<file path="config.mk">
export PLATFORM = sky130hd
export DESIGN_NAME = round_robin_task_scheduler
export DESIGN_NICKNAME = d
export VERILOG_FILES = /design/src/rrts_pkg.sv /design/src/round_robin_task_scheduler.sv /design/src/rrts_cell.sv /design/src/rrts_div.sv
export VERILOG_INCLUDE_DIRS = /design/src /design/src/src
export SDC_FILE = /design/constraint.sdc
export NUM_CORES = 1
export LEC_CHECK = 0
export BUFFER_PORTS_ARGS = -buffer_cell sky130_fd_sc_hd__buf_2
export CAP_MARGIN = 20
export CORE_MARGIN = 3
export CORE_UTILIZATION = 45
export DETAILED_ROUTE_END_ITERATION = 8
export HOLD_SLACK_MARGIN = 0.08
export PLACE_DENSITY = 0.69
export SKIP_LAST_GASP = 1
export SLEW_MARGIN = 10
export SYNTH_ARGS = -nofsm -noshare
export SYNTH_HDL_FRONTEND = slang
export SYNTH_HIERARCHICAL = 1
export SYNTH_SLANG_ARGS = --single-unit
export TNS_END_PERCENT = 30
</file>
<file path="constraint.sdc">
create_clock -name clk -period 6.4 [get_ports clk]
set_clock_uncertainty 0.1 [all_clocks]
set_input_delay 0 -clock clk [delete_from_list [all_inputs] [get_ports clk]]
set_output_delay 0 -clock clk [all_outputs]
set_load 0.01 [all_outputs]
</file>
<file path="src/round_robin_task_scheduler_defines.svh">
// assertion helpers, clocked on clk and quiet while arst_n is low
`ifndef ROUND_ROBIN_TASK_SCHEDULER_DEFINES_SVH
`define ROUND_ROBIN_TASK_SCHEDULER_DEFINES_SVH

// condition holds in the same cycle
`define RRTS_ASSERT_NOW(label, cond, msg) \
	label: assert property (@(posedge clk) disable iff (!arst_n) (cond)) else $error(msg);

// trigger in one cycle implies condition in the next
`define RRTS_ASSERT_NEXT(label, trig, cond, msg) \
	label: assert property (@(posedge clk) disable iff (!arst_n) (trig) |=> (cond)) \
		else $error(msg);

`endif

</file>
<file path="src/rrts_pkg.sv">
`default_nettype none
package rrts_pkg;

	// task numbers incl. the idle slot for up to 31 tasks
	localparam int unsigned TASK_IDX_W = 5;

	typedef enum logic [2:0] {
		OP_START     = 3'd0,
		OP_TICK      = 3'd1,
		OP_YIELD     = 3'd2,
		OP_DELAY     = 3'd3,
		OP_IDLE_POLL = 3'd4
	} op_t;

	typedef enum logic [1:0] {
		TS_STOPPED = 2'd0,
		TS_DELAYED = 2'd1,
		TS_RUNNING = 2'd3
	} task_state_t;

	typedef enum logic {
		ST_IDLE,
		ST_DIV
	} state_t;

	typedef struct packed {
		logic [2:0]  operation;
		logic [31:0] delay_ms;
	} req_t;

	typedef struct packed {
		logic [2:0] next_task;
		logic       switch_request;
	} rsp_t;

	// broadcast update to every cell
	typedef struct packed {
		logic                  tick;
		logic                  run;
		logic [TASK_IDX_W-1:0] run_idx;
		logic                  stop;
		logic [TASK_IDX_W-1:0] stop_idx;
		logic                  sleep;
		logic [TASK_IDX_W-1:0] sleep_idx;
		logic [31:0]           sleep_val;
	} cell_cmd_t;

	// search carries passed from cell to cell
	typedef struct packed {
		logic run_seen;
		logic hi_seen;
		logic lo_seen;
	} chain_t;

	typedef struct packed {
		logic not_delayed;
		logic run_pick;
		logic hi_pick;
		logic lo_pick;
	} cell_flags_t;

	typedef struct packed {
		logic        go;
		logic [31:0] dividend;
		logic [9:0]  divisor;
	} div_req_t;

endpackage
`default_nettype wire

</file>
<file path="src/round_robin_task_scheduler.sv">
// start, tick, yield and idle poll give their result word in the cycle after acceptance and
// busy stays low, so one such word can be taken every cycle while no delay is in progress
// delay gives its result strobe once the bit-serial divider has loaded, formed the 32-bit
// quotient bit by bit and the result has been applied; busy is high meanwhile
// the result strobe lasts one cycle and cannot be held off by the receiver
// reset: all tasks stopped, selection 0, not started, tick period 1
`default_nettype none
`include "round_robin_task_scheduler_defines.svh"
module round_robin_task_scheduler #(
	parameter int unsigned TASKS = 4
) (
	input  wire              clk,
	input  wire              arst_n,
	input  wire              start,
	output logic             busy,
	input  rrts_pkg::req_t   req,
	output logic             done,
	output rrts_pkg::rsp_t   rsp,
	input  wire              cfg_valid,
	output logic             cfg_ready,
	input  wire  [9:0]       cfg_data
);

	localparam int unsigned IW = rrts_pkg::TASK_IDX_W;
	localparam logic [IW-1:0] IDLE_SLOT = IW'(TASKS);

	rrts_pkg::state_t      state_q, state_n;
	logic [IW-1:0]         sel_q, sel_n;
	logic                  started_q, started_n;
	logic [9:0]            period_q;
	logic                  done_q, done_n;
	rrts_pkg::rsp_t        rsp_q, rsp_n;
	rrts_pkg::cell_cmd_t   cmd;
	rrts_pkg::div_req_t    div_req;
	logic                  div_done;
	logic [31:0]           div_quo;
	logic [IW-1:0]         cur;
	rrts_pkg::chain_t      chain [TASKS+1];
	rrts_pkg::cell_flags_t flags [TASKS];
	logic                  accept;
	logic                  any_run, any_hi, any_lo;
	logic [IW-1:0]         run_idx, hi_idx, lo_idx, succ_idx;
	logic [31:0]           ticks;
	logic                  in_div;
	logic                  quick_acc;

	assign accept = start && !busy;

	assign chain[0] = '0;

	for (genvar g = 0; g < TASKS; g++) begin : g_cell
		rrts_cell u_cell (
			.clk      (clk),
			.arst_n   (arst_n),
			.my_idx   (IW'(g)),
			.cur      (cur),
			.cmd      (cmd),
			.chain_in (chain[g]),
			.chain_out(chain[g+1]),
			.flags    (flags[g])
		);
	end

	assign any_run = chain[TASKS].run_seen;
	assign any_hi  = chain[TASKS].hi_seen;
	assign any_lo  = chain[TASKS].lo_seen;

	// picks are one-hot, so or-ing the indexes encodes them
	always_comb begin
		run_idx = '0;
		hi_idx  = '0;
		lo_idx  = '0;
		for (int i = 0; i < TASKS; i++) begin
			if (flags[i].run_pick) run_idx = run_idx | IW'(i);
			if (flags[i].hi_pick)  hi_idx  = hi_idx | IW'(i);
			if (flags[i].lo_pick)  lo_idx  = lo_idx | IW'(i);
		end
	end

	// idle poll searches from task 0, everything else from the first running task
	assign cur = (state_q == rrts_pkg::ST_IDLE &&
		req.operation == rrts_pkg::OP_IDLE_POLL) ? '0 : run_idx;

	assign succ_idx = any_hi ? hi_idx : (any_lo ? lo_idx : cur);
	assign ticks    = (div_quo == 32'd0) ? 32'd1 : div_quo;

	rrts_div u_div (
		.clk     (clk),
		.arst_n  (arst_n),
		.req     (div_req),
		.done    (div_done),
		.quotient(div_quo)
	);

	always_comb begin
		state_n   = state_q;
		sel_n     = sel_q;
		started_n = started_q;
		done_n    = 1'b0;
		cmd       = '0;
		div_req.go       = 1'b0;
		div_req.dividend = req.delay_ms;
		div_req.divisor  = period_q;
		rsp_n.switch_request = 1'b0;
		case (state_q)
			rrts_pkg::ST_IDLE: begin
				if (accept) begin
					done_n = 1'b1;
					case (rrts_pkg::op_t'(req.operation))
						rrts_pkg::OP_START: begin
							cmd.run     = 1'b1;
							cmd.run_idx = '0;
							sel_n       = '0;
							started_n   = 1'b1;
						end
						rrts_pkg::OP_TICK: begin
							cmd.tick = started_q;
						end
						rrts_pkg::OP_YIELD: begin
							if (!any_run) begin
								rsp_n.switch_request = 1'b1;
							end else if (succ_idx != run_idx) begin
								cmd.stop     = 1'b1;
								cmd.stop_idx = run_idx;
								cmd.run      = 1'b1;
								cmd.run_idx  = succ_idx;
								sel_n        = succ_idx;
								rsp_n.switch_request = 1'b1;
							end
						end
						rrts_pkg::OP_DELAY: begin
							done_n     = 1'b0;
							div_req.go = 1'b1;
							state_n    = rrts_pkg::ST_DIV;
						end
						rrts_pkg::OP_IDLE_POLL: begin
							if (any_hi || flags[0].not_delayed) begin
								cmd.run     = 1'b1;
								cmd.run_idx = succ_idx;
								sel_n       = succ_idx;
								rsp_n.switch_request = 1'b1;
							end
						end
						default: begin
						end
					endcase
				end
			end
			rrts_pkg::ST_DIV: begin
				if (div_done) begin
					done_n  = 1'b1;
					state_n = rrts_pkg::ST_IDLE;
					rsp_n.switch_request = 1'b1;
					if (any_run) begin
						cmd.sleep     = 1'b1;
						cmd.sleep_idx = run_idx;
						cmd.sleep_val = ticks;
						if (succ_idx == run_idx) begin
							sel_n = IDLE_SLOT;
						end else begin
							cmd.run     = 1'b1;
							cmd.run_idx = succ_idx;
							sel_n       = succ_idx;
						end
					end
				end
			end
			default: begin
				state_n = rrts_pkg::ST_IDLE;
			end
		endcase
		rsp_n.next_task = sel_n[2:0];
	end

	always_ff @(posedge clk or negedge arst_n) begin
		if (!arst_n) begin
			state_q   <= rrts_pkg::ST_IDLE;
			sel_q     <= '0;
			started_q <= 1'b0;
			period_q  <= 10'd1;
			done_q    <= 1'b0;
		end else begin
			state_q   <= state_n;
			sel_q     <= sel_n;
			started_q <= started_n;
			done_q    <= done_n;
			if (cfg_valid && cfg_ready) begin
				period_q <= cfg_data;
			end
		end
	end

	always_ff @(posedge clk) begin
		rsp_q <= rsp_n;
	end

	assign busy      = (state_q != rrts_pkg::ST_IDLE);
	assign cfg_ready = !busy;
	assign done      = done_q;
	assign rsp       = rsp_q;

	assign in_div    = (state_q == rrts_pkg::ST_DIV);
	assign quick_acc = accept && (req.operation != rrts_pkg::OP_DELAY);

	`RRTS_ASSERT_NOW(a_sel_range, sel_q <= IDLE_SLOT, "selection beyond the idle slot")
	`RRTS_ASSERT_NOW(a_no_strobe_in_div, !(in_div && done_q), "strobe while dividing")
	`RRTS_ASSERT_NEXT(a_quick_result, quick_acc, done_q && !busy, "missing result word")
	`RRTS_ASSERT_NEXT(a_div_result, in_div && div_done, done_q && !busy, "delay result lost")

endmodule
`default_nettype wire

</file>
<file path="src/rrts_cell.sv">
`default_nettype none
module rrts_cell (
	input  wire                                 clk,
	input  wire                                 arst_n,
	input  wire  [rrts_pkg::TASK_IDX_W-1:0]     my_idx,
	input  wire  [rrts_pkg::TASK_IDX_W-1:0]     cur,
	input  rrts_pkg::cell_cmd_t                 cmd,
	input  rrts_pkg::chain_t                    chain_in,
	output rrts_pkg::chain_t                    chain_out,
	output rrts_pkg::cell_flags_t               flags
);

	rrts_pkg::task_state_t state_q, state_n;
	logic [31:0]           count_q, count_n;
	logic                  delayed;
	logic [31:0]           count_dec;

	assign delayed   = (state_q == rrts_pkg::TS_DELAYED);
	assign count_dec = count_q - 32'd1;

	// first running task from cell 0, and first non-delayed task above / below cur
	always_comb begin
		flags.not_delayed = !delayed;
		flags.run_pick    = (state_q == rrts_pkg::TS_RUNNING) && !chain_in.run_seen;
		flags.hi_pick     = !delayed && (my_idx > cur) && !chain_in.hi_seen;
		flags.lo_pick     = !delayed && (my_idx < cur) && !chain_in.lo_seen;
		chain_out.run_seen = chain_in.run_seen || (state_q == rrts_pkg::TS_RUNNING);
		chain_out.hi_seen  = chain_in.hi_seen || (!delayed && (my_idx > cur));
		chain_out.lo_seen  = chain_in.lo_seen || (!delayed && (my_idx < cur));
	end

	always_comb begin
		state_n = state_q;
		count_n = count_q;
		if (cmd.tick && delayed) begin
			count_n = count_dec;
			if (count_dec == 32'd0) begin
				state_n = rrts_pkg::TS_STOPPED;
			end
		end
		if (cmd.sleep && (cmd.sleep_idx == my_idx)) begin
			state_n = rrts_pkg::TS_DELAYED;
			count_n = cmd.sleep_val;
		end else if (cmd.run && (cmd.run_idx == my_idx)) begin
			state_n = rrts_pkg::TS_RUNNING;
		end else if (cmd.stop && (cmd.stop_idx == my_idx)) begin
			state_n = rrts_pkg::TS_STOPPED;
		end
	end

	always_ff @(posedge clk or negedge arst_n) begin
		if (!arst_n) begin
			state_q <= rrts_pkg::TS_STOPPED;
		end else begin
			state_q <= state_n;
		end
	end

	always_ff @(posedge clk) begin
		count_q <= count_n;
	end

endmodule
`default_nettype wire

</file>
<file path="src/rrts_div.sv">
`default_nettype none
module rrts_div (
	input  wire                  clk,
	input  wire                  arst_n,
	input  rrts_pkg::div_req_t   req,
	output logic                 done,
	output logic [31:0]          quotient
);

	logic [9:0]  dvs_q;
	logic [9:0]  rem_q;
	logic [31:0] quo_q;
	logic [4:0]  cnt_q;
	logic        run_q;
	logic        done_q;
	logic [10:0] shifted;
	logic        ge;
	logic [10:0] diff;

	// one quotient bit per cycle, msb first
	assign shifted = {rem_q, quo_q[31]};
	assign ge      = (shifted >= {1'b0, dvs_q});
	assign diff    = shifted - {1'b0, dvs_q};

	always_ff @(posedge clk or negedge arst_n) begin
		if (!arst_n) begin
			run_q  <= 1'b0;
			done_q <= 1'b0;
			cnt_q  <= '0;
		end else begin
			done_q <= 1'b0;
			if (req.go) begin
				run_q <= 1'b1;
				cnt_q <= '0;
			end else if (run_q) begin
				cnt_q <= cnt_q + 5'd1;
				if (cnt_q == 5'd31) begin
					run_q  <= 1'b0;
					done_q <= 1'b1;
				end
			end
		end
	end

	always_ff @(posedge clk) begin
		if (req.go) begin
			dvs_q <= (req.divisor == 10'd0) ? 10'd1 : req.divisor;
			rem_q <= '0;
			quo_q <= req.dividend;
		end else if (run_q) begin
			rem_q <= ge ? diff[9:0] : shifted[9:0];
			quo_q <= {quo_q[30:0], ge};
		end
	end

	assign done     = done_q;
	assign quotient = quo_q;

endmodule
`default_nettype wire
</file>
==> reports/qor_table.md <==
| Stage | Item | Value |
|---|---|---|
| worst setup path | Start point of the critical path | g_cell[0].u_cell/state_q[0] |
| drt | Count of vias placed by the detailed router | 12350 |
| floorplanning | Die outline area | 0.03500 mm² |
| timing | Clock period minus final worst setup slack | 6037 ps |
| flow run | Number of violations of the max-capacitance limit | 0 |
| clocking | Clock latency on the worst-skew pair | 540 ps |
| worst setup path | Maximum fanout along the worst path | 8 |
| worst setup path | Crit path DAT | 6360 ps |
| placement | Detailed placement HPWL | 28060 µm |
| worst setup path | Slowest stage cell on the critical path | sky130_fd_sc_hd__a2111o_1 |
| cells and area | Util after Layout | 0.5502 |
| worst setup path | Required @ worst endpoint | 6720 ps |
| timing | Post-route setup TNS | 0 ps |
| floorplanning | Die height | 187.1 µm |
| synthesis | Synthesis Warnings | 6 |
| synthesis | Synth Instances | 1553 |
| power and ir drop | Leak pwr | 6.642 nW |
| worst setup path | FF-to-FF Start | g_cell[0].u_cell/state_q[0] |
| floorplanning | Starting density of the core | 0.4617 |
| power and ir drop | Cell Pwr Density | 241.8 mW/mm² |
| synthesis | Syn avg cell area | 9.503 µm² |
| worst setup path | Critical path class | reg2reg |
| worst setup path | Cell seen most often among critical-path stages | sky130_fd_sc_hd__or2_2 |
| drt | Average via count per standard cell | 5.503 |
| timing | Relative slew margins | 0.2762 |
| grt | Initial antenna violation count | 2 |
| drt | Detailed Route Iter0 Violations | 942 |
| worst setup path | Critical Path Source Type | flop |
| grt | Largest net degree at the start of global routing | 59 |
| placement | Placed standard-cell area | 0.01600 mm² |
| drt | Routed Antenna Nets | 0 |
| floorplanning | Placeable core region | 0.03196 mm² |
| cells and area | Fin area | 0.01758 mm² |
| worst setup path | Delay of the slowest cell on the worst path | 440 ps |
| timing | Achievable clock frequency | 165.6 MHz |
| clocking | CTS Buf Count | 25 |
| floorplanning | Count of pins on the block boundary | 56 |
| timing | Slew Viols, Final | 0 |
| grt | Via count of the first global-routing pass | 12010 |
| drt | Detailed Routing Iterations Pass 1 | 5 |
| drt | Wirelength, routed | 40610 µm |
| hold path | Path class of the lowest-slack min-delay path | in2reg |
| worst setup path | Critical path endpoint category | flop |
| timing | Setup repair after global routing missed its margin | yes |
| power and ir drop | Overall power after layout | 4.251 mW |
| hold path | Min-Delay Startpoint | req[3] |
| clocking | Clock transition time at the flip-flop clock pins of the worst setup and hold paths | 60 ps |
| placement | RD Place Congestion | 0.9061 |
| floorplanning | Width of the chip | 187.1 µm |
| clocking | Clock root buffer | sky130_fd_sc_hd__clkbuf_16 |
| clocking | Clock H-tree levels | 1 |
| timing | Final setup vio count | 0 |
| power and ir drop | Maximum VDD drop | 0.2663 mV |
| timing | Ratio of final minimum period to clock period | 0.9433 |
| drt | WL/cell | 18.10 µm |
| timing | Hold Fails Final Rpt | 0 |
| cells and area | Layout area overhead | 19.15% |
| placement | Buffers added on ports | 55 |
| clocking | TritonCTS clock tree | done |
| drt | DRC Markers | 0 |
| synthesis | Cell area after synthesis | 0.01476 mm² |
| timing | Actual slew at the worst max-slew pin | 1077 ps |
| grt | Total GRT Usage | 0.2259 |
| floorplanning | # rows | 65 |
| grt | Global-route congestion overflow total | 0 |
| clocking | CTS sink count | 215 |
| clocking | CTS max path bufs | 3 |
| grt | Global-route wire length before repair | 63960 µm |
| cells and area | Final nets | 1880 |
| run status | Outcome | finished, final reports clean |
| cells and area | Share of layout cells above drive strength 1 | 0.1377 |
-- layout by cell type (no fill, tap or decap), types with 62 or more instances in the layout --
cell and n:
sky130_fd_sc_hd__dlygate4sd3_1 62, sky130_fd_sc_hd__o21ai_0 90, sky130_fd_sc_hd__nor2_1 149, sky130_fd_sc_hd__a21oi_1 65, sky130_fd_sc_hd__xnor2_1 89, sky130_fd_sc_hd__conb_1 131, sky130_fd_sc_hd__xor2_1 86, sky130_fd_sc_hd__inv_1 64
sky130_fd_sc_hd__nand2_1 143, sky130_fd_sc_hd__edfxtp_1 170
-- layer usage --
layer | vias to the layer above | wire length, µm | GRT usage
met5 | - | 27 | 0
met4 | 4 | 1588 | 0.08753
met3 | 89 | 2805 | 0.04666
met2 | 331 | 19100 | 0.3791
met1 | 5926 | 17090 | 0.2869
li1 | 5998 | - | -
-- critical path, delay by kind of cell, from the launching register on --
family                     cells  cell delay (ps)
DFF                            1              410
buffers and inverters          3              400
and+or+nand+nor               19             3350
xor gates and xnor gates       1              100
adders and majority gates      1              300
AOI/OAI and AO/OA              7             1270
-- path summary, 6_finish.rpt --
check | cells past startpoint | endpoint | slack (ps)
max in group asynchronous | 4 | sel_q[1] | 5460
min in group asynchronous | 3 | period_q[0] | 520
min reg2reg | 0 | u_div/dvs_q[7] | 370
max reg2reg | 31 | g_cell[2].u_cell/state_q[0] | 360
max | 31 | g_cell[2].u_cell/state_q[0] | 360
min | 3 | u_div/quotient[3] | 200
-- sequential cells by signal, indices dropped and copies added, names as in the netlist, 4 cells and up --
name	cells
u_div/cnt_q	5
u_div/dvs_q	10
g_cell.u_cell/state_q	8
g_cell.u_cell/count_q	128
rsp	4
u_div/rem_q	10
u_div/quotient	32
period_q	10
-- power breakdown --
group	internal (mW)	switching [mW]	total, mW
combinational	0.448	0.448	0.896
sequential	1.71	0.142	1.85
clock	0.889	0.616	1.50
-- timing repair --
action,CTS,global route
endpoints found under the setup margin,0,8
hold endpoints to repair,82,0
hold buffers,63,0
gates resized for setup,0,15
buffers inserted,0,1
-- layout make-up --
| cell class | instances | area, µm² |
|---|---|---|
| timing repair buffer | 143 | 1111 |
| inverter | 64 | 240.2 |
| clock inverter | 19 | 231.5 |
| sequential | 215 | 6162 |
| tap | 435 | 544.3 |
| multi-input combinational | 1341 | 8663 |
| antenna | 1 | 2.502 |
| clock buffer | 26 | 629.4 |
| fill | 2847 | 14380 |
-- through the flow --
stage	setup slack (ps)	hold slack, ps	std cells
floorplan	592.3	-395.6	1682
global placement	338.7	33.94	2133
detailed placement	101.1	54.27	2133
CTS	63.96	176.7	2241
global route	-41.44	195.8	2244
finish	362.6	203.1	2244
Note: power is estimated with default switching activity, not from simulation.
